File: config.mk
export PLATFORM = sky130hd
export DESIGN_NAME = mpp_div
export DESIGN_NICKNAME = d
export VERILOG_FILES = /design/src/rtl/mpp_div.sv
export SDC_FILE = /design/constraint.sdc
export NUM_CORES = 1
export LEC_CHECK = 0
export ABC_AREA = 1
export BUFFER_PORTS_ARGS = -buffer_cell sky130_fd_sc_hd__buf_2
export CAP_MARGIN = 10
export CORE_ASPECT_RATIO = 0.7
export CORE_MARGIN = 5
export CORE_UTILIZATION = 45
export DETAILED_ROUTE_END_ITERATION = 16
export PLACE_DENSITY = 0.75
export SYNTH_ARGS = -nofsm -noshare
export SYNTH_HDL_FRONTEND = slang
export SYNTH_SLANG_ARGS = --single-unit
File: constraint.sdc
create_clock -name clock -period 3.3 [get_ports clock]
set_input_delay 0.165 -clock clock [delete_from_list [all_inputs] [get_ports clock]]
set_output_delay 0.165 -clock clock [all_outputs]
set_load 0.02 [all_outputs]
File: src/rtl/mpp_div.sv
// Restoring divider, 64-bit dividend by 32-bit divisor, one quotient bit a cycle.
// Does not import mpp_pkg and has no dependencies.
module mpp_div (
   input  logic        clock,
   input  logic        reset,
   input  logic        start,
   input  logic [63:0] dividend,
   input  logic [31:0] divisor,
   output logic [63:0] quotient,
   output logic        busy,
   output logic        done
);

   logic [63:0] num_ff, num_in;
   logic [31:0] rem_ff, rem_in;
   logic [31:0] den_ff;
   logic [5:0]  cnt_ff;
   logic        busy_ff, done_ff;
   logic [32:0] trial;
   logic        take;

   always_comb begin
      trial  = {rem_ff, num_ff[63]};
      take   = (trial >= {1'b0, den_ff});
      rem_in = take ? 32'(trial - {1'b0, den_ff}) : trial[31:0];
      num_in = {num_ff[62:0], take};
   end

   always_ff @(posedge clock) begin
      if (reset) begin
         busy_ff <= 1'b0;
         done_ff <= 1'b0;
         cnt_ff  <= '0;
      end else begin
         done_ff <= 1'b0;
         if (start) begin
            busy_ff <= 1'b1;
            cnt_ff  <= '0;
         end else if (busy_ff) begin
            cnt_ff <= cnt_ff + 6'd1;
            if (cnt_ff == 6'd63) begin
               busy_ff <= 1'b0;
               done_ff <= 1'b1;
            end
         end
      end
   end

   always_ff @(posedge clock) begin
      if (start) begin
         num_ff <= dividend;
         rem_ff <= '0;
         den_ff <= divisor;
      end else if (busy_ff) begin
         num_ff <= num_in;
         rem_ff <= rem_in;
      end
   end

   assign quotient = num_ff;
   assign busy     = busy_ff;
   assign done     = done_ff;

endmodule

==> summary.txt <==
Logic synthesis
  – Simple logic cell fraction of the synthesized area: 35.1%
  – Yosys warning total: 0
  – Synthesized netlist cell count: 1130
  – Mux contribution to synthesized area: 0%
  – Main combinational cell family by area after synthesis: simple AND/OR/NAND/NOR gates
  – Post-Syn Nets: 1263
  – Adder-cell share of the synthesized area: 5.23%
  – Post-synthesis instance area: 0.00827 sq mm
  – Yosys cell types: 39
  – Synthesized flop and latch total: 136
  – Post-synthesis xor/xnor area fraction: 1.59%
  – Portion of the post-synthesis area used by sequential elements: 44.5%
  – Fraction of the mapped netlist area in compound gates: 3.13%
  – Average cell area after synthesis: 7.32 sq um

GRT
  – GRT Overall Usage: 21.7%
  – First-pass GRT wire length: 36200 um
  – Number of antenna violations at the first check in global routing: 0
  – Total congestion overflow after global routing: 0
  – Maximum number of pins on one net before global-route repair: 77
  – Vias in the first global route: 7213

Worst setup path
  – Critical path startpoint category: flip-flop
  – Arrival @ worst endpoint: 2.95 ns
  – Cell with the largest stage delay on the worst path: sky130_fd_sc_hd__nor2_8
  – FF-to-FF path depth: 15
  – Cells traversed along the worst timing path: inv_1, ha_1, nand2_1, inv_1, nand2_2, nand2_2, nand2_1, nand2_1, nand2_1, nand2_2, nor2_8, nand2_8, nand2_1, nand3_1, nand2_1
  – Critical path buffers and inverters: 2
  – Cell occurring most often along the worst timing path: sky130_fd_sc_hd__nand2_1
  – Reg-to-reg startpoint: den_ff[20]$_DFFE_PP_
  – Critical path's largest stage delay: 0.49 ns
  – Cell family with most CP delay: simple AND/OR/NAND/NOR gates
  – Worst Path Required: 3.66 ns
  – Path length in cells of the critical path: 15
  – Critical path capture point type: flip-flop
  – Reg2Reg Setup Slack: 0.71 ns
  – Largest driver fanout on the critical path: 34
  – Capture instance of the worst register-to-register path: rem_ff[22]$_SDFFE_PP0P_
  – CP Class: reg -> reg

Cells and area
  – Core utilization of the finished layout: 56.8%
  – Summed area of non-filler cells in the final layout: 0.0102 sq mm
  – Fraction of layout instances using a drive strength above 1: 17.6%
  – Layout-stage area growth over the synthesis result: 23.9%
  – Final non-filler cell total: 1579
  – Multi-input gate area in the final layout: 0.00373 sq mm
  – Number of antenna diodes: 0
  – Commonest cells after routing, fill and taps aside: sky130_fd_sc_hd__nand2_1 (498), sky130_fd_sc_hd__inv_1 (178), sky130_fd_sc_hd__buf_2 (163), sky130_fd_sc_hd__edfxtp_1 (96), sky130_fd_sc_hd__nand3_1 (78)
  – Register Area: 0.00368 sq mm
  – Post-layout net count: 1463
  – Most common cell after layout, fill and taps aside: sky130_fd_sc_hd__nand2_1
  – Filler cells: 1732

Power
  – Cell area power density: 438 mW/mm^2
  – Static leakage: 5.44 nW
  – Peak ir drop on the vdd network: 0.310 mV
  – Final Total Pwr: 4.49 mW

CTS
  – Buffer depth of the longest clock path: 2
  – Num CTS Buffers: 17
  – Clock latency on the worst-skew pair: 0.42 ns
  – CTS tree: yes
  – Post-CTS setup buffers: 0
  – Number of gates given a new drive strength after cts: 0
  – Clock sinks: 136
  – Worst-path clk slew: 0.06 ns
  – Root buffer cell: sky130_fd_sc_hd__clkbuf_16
  – Number of buffers inserted by hold repair at cts: 40
  – Number of H-tree levels: 4

STA
  – Final Setup Violations: 0
  – Worst hold slack across all endpoints: 0.0156 ns
  – Unrepaired setup endpoints after global routing: no
  – Slew at the pin closest to its max-slew limit: 0.687 ns
  – Aggregate negative setup slack: 0 ns
  – Count of final max-slew check failures: 0
  – Hold violation count in the final report: 0
  – Max Clk Rate: 386 MHz
  – Final worst path period need: 2.59 ns
  – Final worst path period share: 78.4%
  – Relative slew margins: 54.1%
  – Worst Skew: 0.0146 ns
  – Final worst slack: 0.713 ns

Floorplan
  – Core ar.: 0.0181 sq mm
  – Horizontal die dimension: 172 um
  – Initial Utilization: 45.8%
  – Die Ht: 123 um
  – Number of placed I/O pins: 165
  – # rows: 41
  – Area of the die: 0.0212 sq mm

Routing
  – Detailed-route DRC error count: 0
  – Detailed Route Iter0 Violations: 696
  – Via count: 7642
  – ANT nets after route: 0
  – Ratio of routed vias to standard cells: 4.84
  – Pre-Repair DR Iteration Count: 5
  – WL per Instance: 14.8 um
  – Sum of routed wire length over all layers: 23300 um

Placed design
  – Final weighted congestion in routability-driven placement: 0.982
  – Post-detailed-placement cell area: 0.00929 sq mm
  – IO Port Bufs: 164
  – Placed instance count: 1507
  – Detailed-placement wirelength estimate: 17500 um
  – Setup WS pre-CTS: 0.756 ns

Flow run
  – Max Cap Viol: 0

Worst hold path
  – Min-Delay Path Depth: 3
  – Worst min-delay path category: in -> reg
  – Endpoint, Worst Hold: quotient[49]$_DFFE_PP_
  – Hold Crit Start: dividend[49]

Run status
  – Result of the run: finished, final reports clean
-- Yosys cell counts (all sizes together) --
cell    count  area (sq um)
nor3       11          66.3
edfxtp     96          2880
o21ai      17          85.1
xnor2      13           114
ha         33           413
buf        14           106
o21a        2          15.0
and3        1          6.26
and2        3          18.8
nand2     511          1970
nand3b     14           105
inv       182           683
a31oi       2          12.5
clkinv      4          15.0
nor2       50           241
a21oi      24           124
o21bai      3          22.5
dfxtp      40           801
nor4        1          6.26
nand3      83           440
clkbuf     15          56.3
nand4       8          50.1
xor2        2          17.5
fa          1          20.0
-- worst reg2reg max path, stage by stage (launching register included) --
cell and delay (ns):
sky130_fd_sc_hd__edfxtp_1 0.38, sky130_fd_sc_hd__inv_1 0.07, sky130_fd_sc_hd__ha_1 0.28, sky130_fd_sc_hd__nand2_1 0.19, sky130_fd_sc_hd__inv_1 0.07, sky130_fd_sc_hd__nand2_2 0.08, sky130_fd_sc_hd__nand2_2 0.05, sky130_fd_sc_hd__nand2_1 0.05
sky130_fd_sc_hd__nand2_1 0.08, sky130_fd_sc_hd__nand2_1 0.09, sky130_fd_sc_hd__nand2_2 0.08, sky130_fd_sc_hd__nor2_8 0.49, sky130_fd_sc_hd__nand2_8 0.26, sky130_fd_sc_hd__nand2_1 0.17, sky130_fd_sc_hd__nand3_1 0.09, sky130_fd_sc_hd__nand2_1 0.08
-- where the power goes --
| part | total (mW) | internal (mW) | switching [mW] |
|---|---|---|---|
| sequential | 2.03 | 1.97 | 0.0570 |
| clock | 1.81 | 0.988 | 0.818 |
| combinational | 0.659 | 0.235 | 0.424 |
-- metal layers --
layer,vias up,GRT usage (%),wire (um)
met5,-,0,0
met4,0,5.79,290
met3,25,4.44,1470
met2,223,30.8,9870
met1,3462,33.4,11700
li1,3932,-,-
-- worst max path at each step --
stage	start	end	slack, ns
floorplan	busy$_SDFF_PP0_	quotient[0]$_DFFE_PP_	0.15
global placement	den_ff[20]$_DFFE_PP_	rem_ff[5]$_SDFFE_PP0P_	0.84
detailed placement	den_ff[20]$_DFFE_PP_	rem_ff[7]$_SDFFE_PP0P_	0.76
CTS	den_ff[20]$_DFFE_PP_	rem_ff[22]$_SDFFE_PP0P_	0.71
global route	den_ff[20]$_DFFE_PP_	rem_ff[3]$_SDFFE_PP0P_	0.49
finish	den_ff[20]$_DFFE_PP_	rem_ff[22]$_SDFFE_PP0P_	0.71
-- area by class of cell --
cell class | instances | share of cell area (%)
clock buffers | 17 | 4.15
clock inverters | 15 | 1.32
inverters | 186 | 6.81
multi-input cells | 779 | 36.4
flip-flops and latches | 136 | 35.9
well taps | 236 | 2.88
repair buffers | 210 | 12.5
-- sequential cells by signal (all words and copies together) (netlist names) --
signal	cells
quotient	64
cnt_ff	6
busy	1
done	1
rem_ff	32
den_ff	32
-- logic make-up after synthesis --
kind of cell	count (synthesis)
AO/OA/AOI/OAI	48
AND/OR/NAND/NOR	682
flip-flops	136
adder cells (fa/ha/maj)	34
buffers and inverters	215
XOR/XNOR	15
(Power assumes the default switching activity.)
