===== config.mk =====
export PLATFORM = sky130hd
export DESIGN_NAME = mpp_ctrl
export DESIGN_NICKNAME = d
export VERILOG_FILES = /design/src/rtl/mpp_pkg.sv /design/src/rtl/mpp_ctrl.sv
export SDC_FILE = /design/constraint.sdc
export NUM_CORES = 1
export LEC_CHECK = 0
export BUFFER_PORTS_ARGS = -buffer_cell sky130_fd_sc_hd__buf_2
export CORE_AREA = 5 5 42 44
export DETAILED_ROUTE_END_ITERATION = 12
export DIE_AREA = 0 0 47 49
export GPL_TIMING_DRIVEN = 0
export PLACE_DENSITY = 0.54
export SLEW_MARGIN = 10
export SYNTH_ARGS = -nofsm -noshare
export SYNTH_HDL_FRONTEND = slang
export SYNTH_SLANG_ARGS = --single-unit

===== constraint.sdc =====
create_clock -name clock -period 4.73 [get_ports clock]
set_input_delay 1.419 -clock clock [delete_from_list [all_inputs] [get_ports clock]]
set_output_delay 1.419 -clock clock [all_outputs]
set_load 0.05 [all_outputs]

===== src/rtl/mpp_pkg.sv =====
// Package for the multichannel position PID.
// Shared types, register codes, controller states and datapath constants.
// No dependencies.
package mpp_pkg;

   localparam int unsigned CSR_IDX_W  = 3;
   localparam int unsigned CSR_DATA_W = 32;

   typedef enum logic [CSR_IDX_W-1:0] {
      CSR_GAIN_P      = 3'd0,
      CSR_GAIN_I      = 3'd1,
      CSR_GAIN_D      = 3'd2,
      CSR_DEAD_ZONE   = 3'd3,
      CSR_WINDUP      = 3'd4,
      CSR_DRIVE_LIMIT = 3'd5
   } csr_idx_type;

   typedef struct packed {
      logic [19:0] gain_p;
      logic [19:0] gain_i;
      logic [19:0] gain_d;
      logic [15:0] dead_zone;
      logic [19:0] windup;
      logic [7:0]  drive_limit;
   } cfg_type;

   localparam logic [19:0] RST_GAIN_P      = 20'd65536;
   localparam logic [19:0] RST_GAIN_I      = 20'd0;
   localparam logic [19:0] RST_GAIN_D      = 20'd6554;
   localparam logic [15:0] RST_DEAD_ZONE   = 16'd50;
   localparam logic [19:0] RST_WINDUP      = 20'd19008;
   localparam logic [7:0]  RST_DRIVE_LIMIT = 8'd191;

   // term cap 2^40, integral magnitude cap 2^43, ms per second
   localparam logic [40:0] TERM_CAP  = 41'h100_0000_0000;
   localparam logic [43:0] INTEG_CAP = 44'h800_0000_0000;
   localparam logic [9:0]  MS_PER_S  = 10'd1000;
   // 2^36/1000 rounded up: exact quotient by 1000 for dividends below 2^26
   localparam logic [26:0] RECIP_1K  = 27'd68719477;

   typedef enum logic [3:0] {
      OP_NONE, OP_LOAD, OP_ERR, OP_MUL1, OP_MUL2, OP_MUL3, OP_MUL4,
      OP_IDIV, OP_ITERM, OP_DTERM, OP_SUM, OP_FIN
   } dp_op_type;

   typedef enum logic [3:0] {
      ST_IDLE, ST_ERR, ST_MUL1, ST_MUL2, ST_MUL3, ST_MUL4,
      ST_IDIV, ST_ITERM, ST_DGO, ST_DWAIT, ST_SUM, ST_FIN
   } ctrl_state_type;

   typedef struct packed {
      dp_op_type op;
      logic      div_go;
   } cmd_type;

   typedef struct packed {
      logic skip;
      logic dt_zero;
      logic idiv_last;
      logic div_done;
      logic out_free;
   } sts_type;

   function automatic logic [40:0] cap_term(input logic [63:0] mag);
      cap_term = (mag > 64'(TERM_CAP)) ? TERM_CAP : mag[40:0];
   endfunction

endpackage


===== src/rtl/mpp_ctrl.sv =====
// Sequencer for the PID: steps the datapath through one item at a time.
// Depends on mpp_pkg for states, commands and status.
module mpp_ctrl
   import mpp_pkg::*;
(
   input  logic    clock,
   input  logic    reset,
   input  logic    req_valid,
   output logic    req_stall,
   input  sts_type sts,
   output cmd_type cmd
);

   ctrl_state_type state_ff, state_in;

   always_ff @(posedge clock) begin
      if (reset) begin
         state_ff <= ST_IDLE;
      end else begin
         state_ff <= state_in;
      end
   end

   always_comb begin
      state_in   = state_ff;
      cmd.op     = OP_NONE;
      cmd.div_go = 1'b0;
      req_stall  = 1'b1;
      case (state_ff)
         ST_IDLE: begin
            req_stall = 1'b0;
            if (req_valid) begin
               cmd.op   = OP_LOAD;
               state_in = ST_ERR;
            end
         end
         ST_ERR: begin
            cmd.op   = OP_ERR;
            state_in = ST_MUL1;
         end
         ST_MUL1: begin
            cmd.op   = OP_MUL1;
            state_in = sts.skip ? ST_FIN : ST_MUL2;
         end
         ST_MUL2: begin
            cmd.op   = OP_MUL2;
            state_in = ST_MUL3;
         end
         ST_MUL3: begin
            cmd.op   = OP_MUL3;
            state_in = ST_MUL4;
         end
         ST_MUL4: begin
            cmd.op   = OP_MUL4;
            state_in = ST_IDIV;
         end
         ST_IDIV: begin
            cmd.op = OP_IDIV;
            if (sts.idiv_last) begin
               state_in = ST_ITERM;
            end
         end
         ST_ITERM: begin
            cmd.op   = OP_ITERM;
            state_in = sts.dt_zero ? ST_SUM : ST_DGO;
         end
         ST_DGO: begin
            cmd.div_go = 1'b1;
            state_in   = ST_DWAIT;
         end
         ST_DWAIT: begin
            if (sts.div_done) begin
               cmd.op   = OP_DTERM;
               state_in = ST_SUM;
            end
         end
         ST_SUM: begin
            cmd.op   = OP_SUM;
            state_in = ST_FIN;
         end
         ST_FIN: begin
            if (sts.out_free) begin
               cmd.op   = OP_FIN;
               state_in = ST_IDLE;
            end
         end
         default: begin
            state_in = ST_IDLE;
         end
      endcase
   end

endmodule


==> impl_results.md <==
- Status: complete, no violations
- Clock Latency Late Sink: roughly 230 ps
- Synthesized area: between 300 and 400 um2
- Reg-to-Reg End: state_ff[1]$_SDFFE_PP0P_
- N_diodes: 0
- CTS H-tree depth: 1
- Clock buffer depth: 2
- Gate power share: 72.3%
- Hold Vio Cnt, Final: 0
- Final Core Density: 34.6%
- DIE AREA: 2300 um2
- Final setup viols: 0
- Fin cells: 83
- Max-cap violations: 0
- Worst-Margin Slew: 427 ps
- CTS clk-pin slew, worst paths: 40 ps
- Worst Hold Class: flip-flop to flip-flop
- CTS tree: built
- Final Max Slew Viols: 0
- DR pass1 iterations: 4
- Total grt overflow: 0
- Rows: 14
- Clock Skew: 4.42 ps
- Hold path cells: 3
- First-pass GRT wire length: 1.42 mm
- CTS Buf Count: 3
- Worst vdd ir: 0.254 mV
- WHS Endpoint: state_ff[3]$_SDFFE_PP0P_
- Synth Instances: just over 50
- Layout cell share with drive strength beyond 1: 28.4%
- Worst Reg-to-Reg Cells: 4
- Power per Cell Area: between 700 and 800 nW/um2
- Top reg by flops: state_ff
- Tmin final: 3570 ps
- Cell taking the most area after synthesis: dfxtp_1
- Ys Warns: 0
- Fmax: about 280 MHz
- Drt total wl: about 930 um
- Max reg flops: 4
- Core area: 1400 um2
- Delay-heaviest family, CP: buffers and inverters
- Switching Share: 57.2%
- Yosys reg bits: 4
- Top-area cell type share of the netlist area: 21.3%
- Net count, final: 77
- Register area share after synthesis: between 20% and 30%
- Post-Syn Nets: 59
- Leak pwr: 0.213 nW
- Clk root buf: clkbuf_4
- Vias in the first global route: 365
- Die extent in x: about 47 um
- Initial antenna violation count: 0
- DRT antenna net count: 0
- CP Launch Type: primary input
- Worst-path fanout max: 4
- Vias per cell: about 5
- Residual DRC: 0
- Biggest regs: state_ff (4)
- P_sw: 0.000209 W
- Clock network fraction of design power: 10.9%
- Hold path start: state_ff[2]$_SDFFE_PP0P_
- Flop pwr share: 16.7%
- Fin crit share: 75.5%
- Synth cell types: 25
- Buf/Inv on CP: 2
- Post-DP HPWL: 727 um
- Crit Path Class: primary input to output port
- Req. time, crit path: 3310 ps
- I/O Buffers: 13
- Critical-path cell list: buf_2 -> nand2_1 -> a21oi_1 -> o21ai_1 -> o21ai_1 -> buf_2
- Clk sinks: 4
- RSZ-0062 raised after global routing: false
- Pint: 0.000156 W
- Routed wire per std cell: around 11 um
- Cts repair resizes: 0
- Crit-path slowest cell: buf_2
- Setup repair bufs after CTS: 0
- Via Count: 414
- Syn_area_per_cell: about 7.4 um2
- Rel. slew slack: 71.5%
- Setup TNS: 0 ps
- Initial Util: 26.9%
- Worst Path Arrival: 2150 ps
- Top post-synthesis cells by area: dfxtp_1 21%, nand2_1 7.0%, mux2i_1 5.3%, o21ai_1 5.3%, nand2b_1 5.0%
- Crit end category: output port
- Reg2Reg Setup Slack: 3140 ps
- DIE HEIGHT: 49 um
- GPL Wtd Cong: 0.719
- # hold bufs at CTS: 0
- I/O pins: 14
- Reg2reg start: state_ff[0]$_SDFFE_PP0P_
- # placed instances: 80
- Pin count of the biggest net entering global routing: 11
- Iter 0 DRT Violations: 8
- Area grow syn2layout: 28.6%
- GRT Util Overall: 8.45%
- Max stage delay on crit path: 270 ps
[worst max path at each step]
stage               startpoint      to  slack (ps)  cells after the start
CTS                     sts[0]  cmd[2]        1170                      6
global route            sts[0]  cmd[2]        1070                      6
floorplan               sts[0]  cmd[1]        1120                      2
finish                  sts[0]  cmd[2]        1160                      6
detailed placement      sts[0]  cmd[4]        1170                      4
global placement        sts[0]  cmd[2]        1170                      6
[worst register-to-register path: cells and delay by family (launching register included)]
kind,cells,cell delay (ps)
AO/OA/AOI/OAI,1,180
flip-flops,1,360
multiplexers,1,290
AND/OR/NAND/NOR,2,640
[power groups by stage]
stage	sequential [W]	combinational, W	clock (W)
after floorplan	0.0000576	0.000216	0
after global placement	0.0000619	0.000265	0
after detailed placement	0.0000620	0.000264	0
after CTS	0.0000613	0.000265	0.0000419
after global routing	0.0000632	0.000283	0.0000474
final	0.0000611	0.000264	0.0000399
[kinds of logic (layout without fill, tap and decap cells)]
| logic type | after synthesis | after routing | synth area share [%] |
|---|---|---|---|
| AOI/OAI and AO/OA | 14 | 14 | 25.3 |
| muxes | 3 | 3 | 9.30 |
| buffers and inverters | 4 | 20 | 4.32 |
| xor gates and xnor gates | 1 | 1 | 2.33 |
| DFF | 4 | 4 | 21.3 |
| and+or+nand+nor | 25 | 25 | 37.5 |
[routing by layer]
| metal | GRT usage [%] | part of all wire, % |
|---|---|---|
| met5 | 0 | 0 |
| met4 | 2.76 | 0 |
| met3 | 4.43 | 5.9 |
| met2 | 12.7 | 47 |
| met1 | 10.1 | 47 |
[stage by stage]
stage          total power (W)  setup slack (ps)  hold slack [ps]  instance area (um2)
3_5_place_dp          0.000326              1170              651                  462
6_report              0.000365              1160              651                  484
3_3_place_gp          0.000327              1170              656                  462
2_1_floorplan         0.000274              1120              599                  377
4_1_cts               0.000368              1170              651                  484
5_1_grt               0.000394              1070              687                  484
[Yosys cell counts]
library cell	number
nand2_1	7
nor2_1	5
dfxtp_1	4
o21ai_1	4
a21oi_1	3
clkbuf_1	3
nand2b_1	3
mux2i_1	2
nand4b_1	2
nor2b_1	2
or4_1	2
a2111oi_0	1
a211o_1	1
a211oi_1	1
a21o_1	1
a32o_1	1
and3_4	1
buf_2	1
mux2_4	1
nand3_1	1
nor3_1	1
o211a_1	1
o31ai_1	1
or4bb_1	1
xor2_1	1
[layout by cell type, fill, tap and decap left out, types with 3 or more instances in the layout]
master,n
nand2_1,7
o21ai_1,4
nor2_1,5
nand2b_1,3
buf_2,14
clkbuf_4,3
dfxtp_1,4
clkbuf_1,3
a21oi_1,3
[area by class of cell]
class / count / area (um2)
Buffer: 4 / 16.3
Clock buffer: 3 / 22.5
Fill cell: 164 / 917
Multi-Input combinational cell: 43 / 280
Sequential cell: 4 / 80.1
Tap cell: 16 / 20.0
Timing Repair Buffer: 13 / 65.1
(Power assumes the default switching activity.)
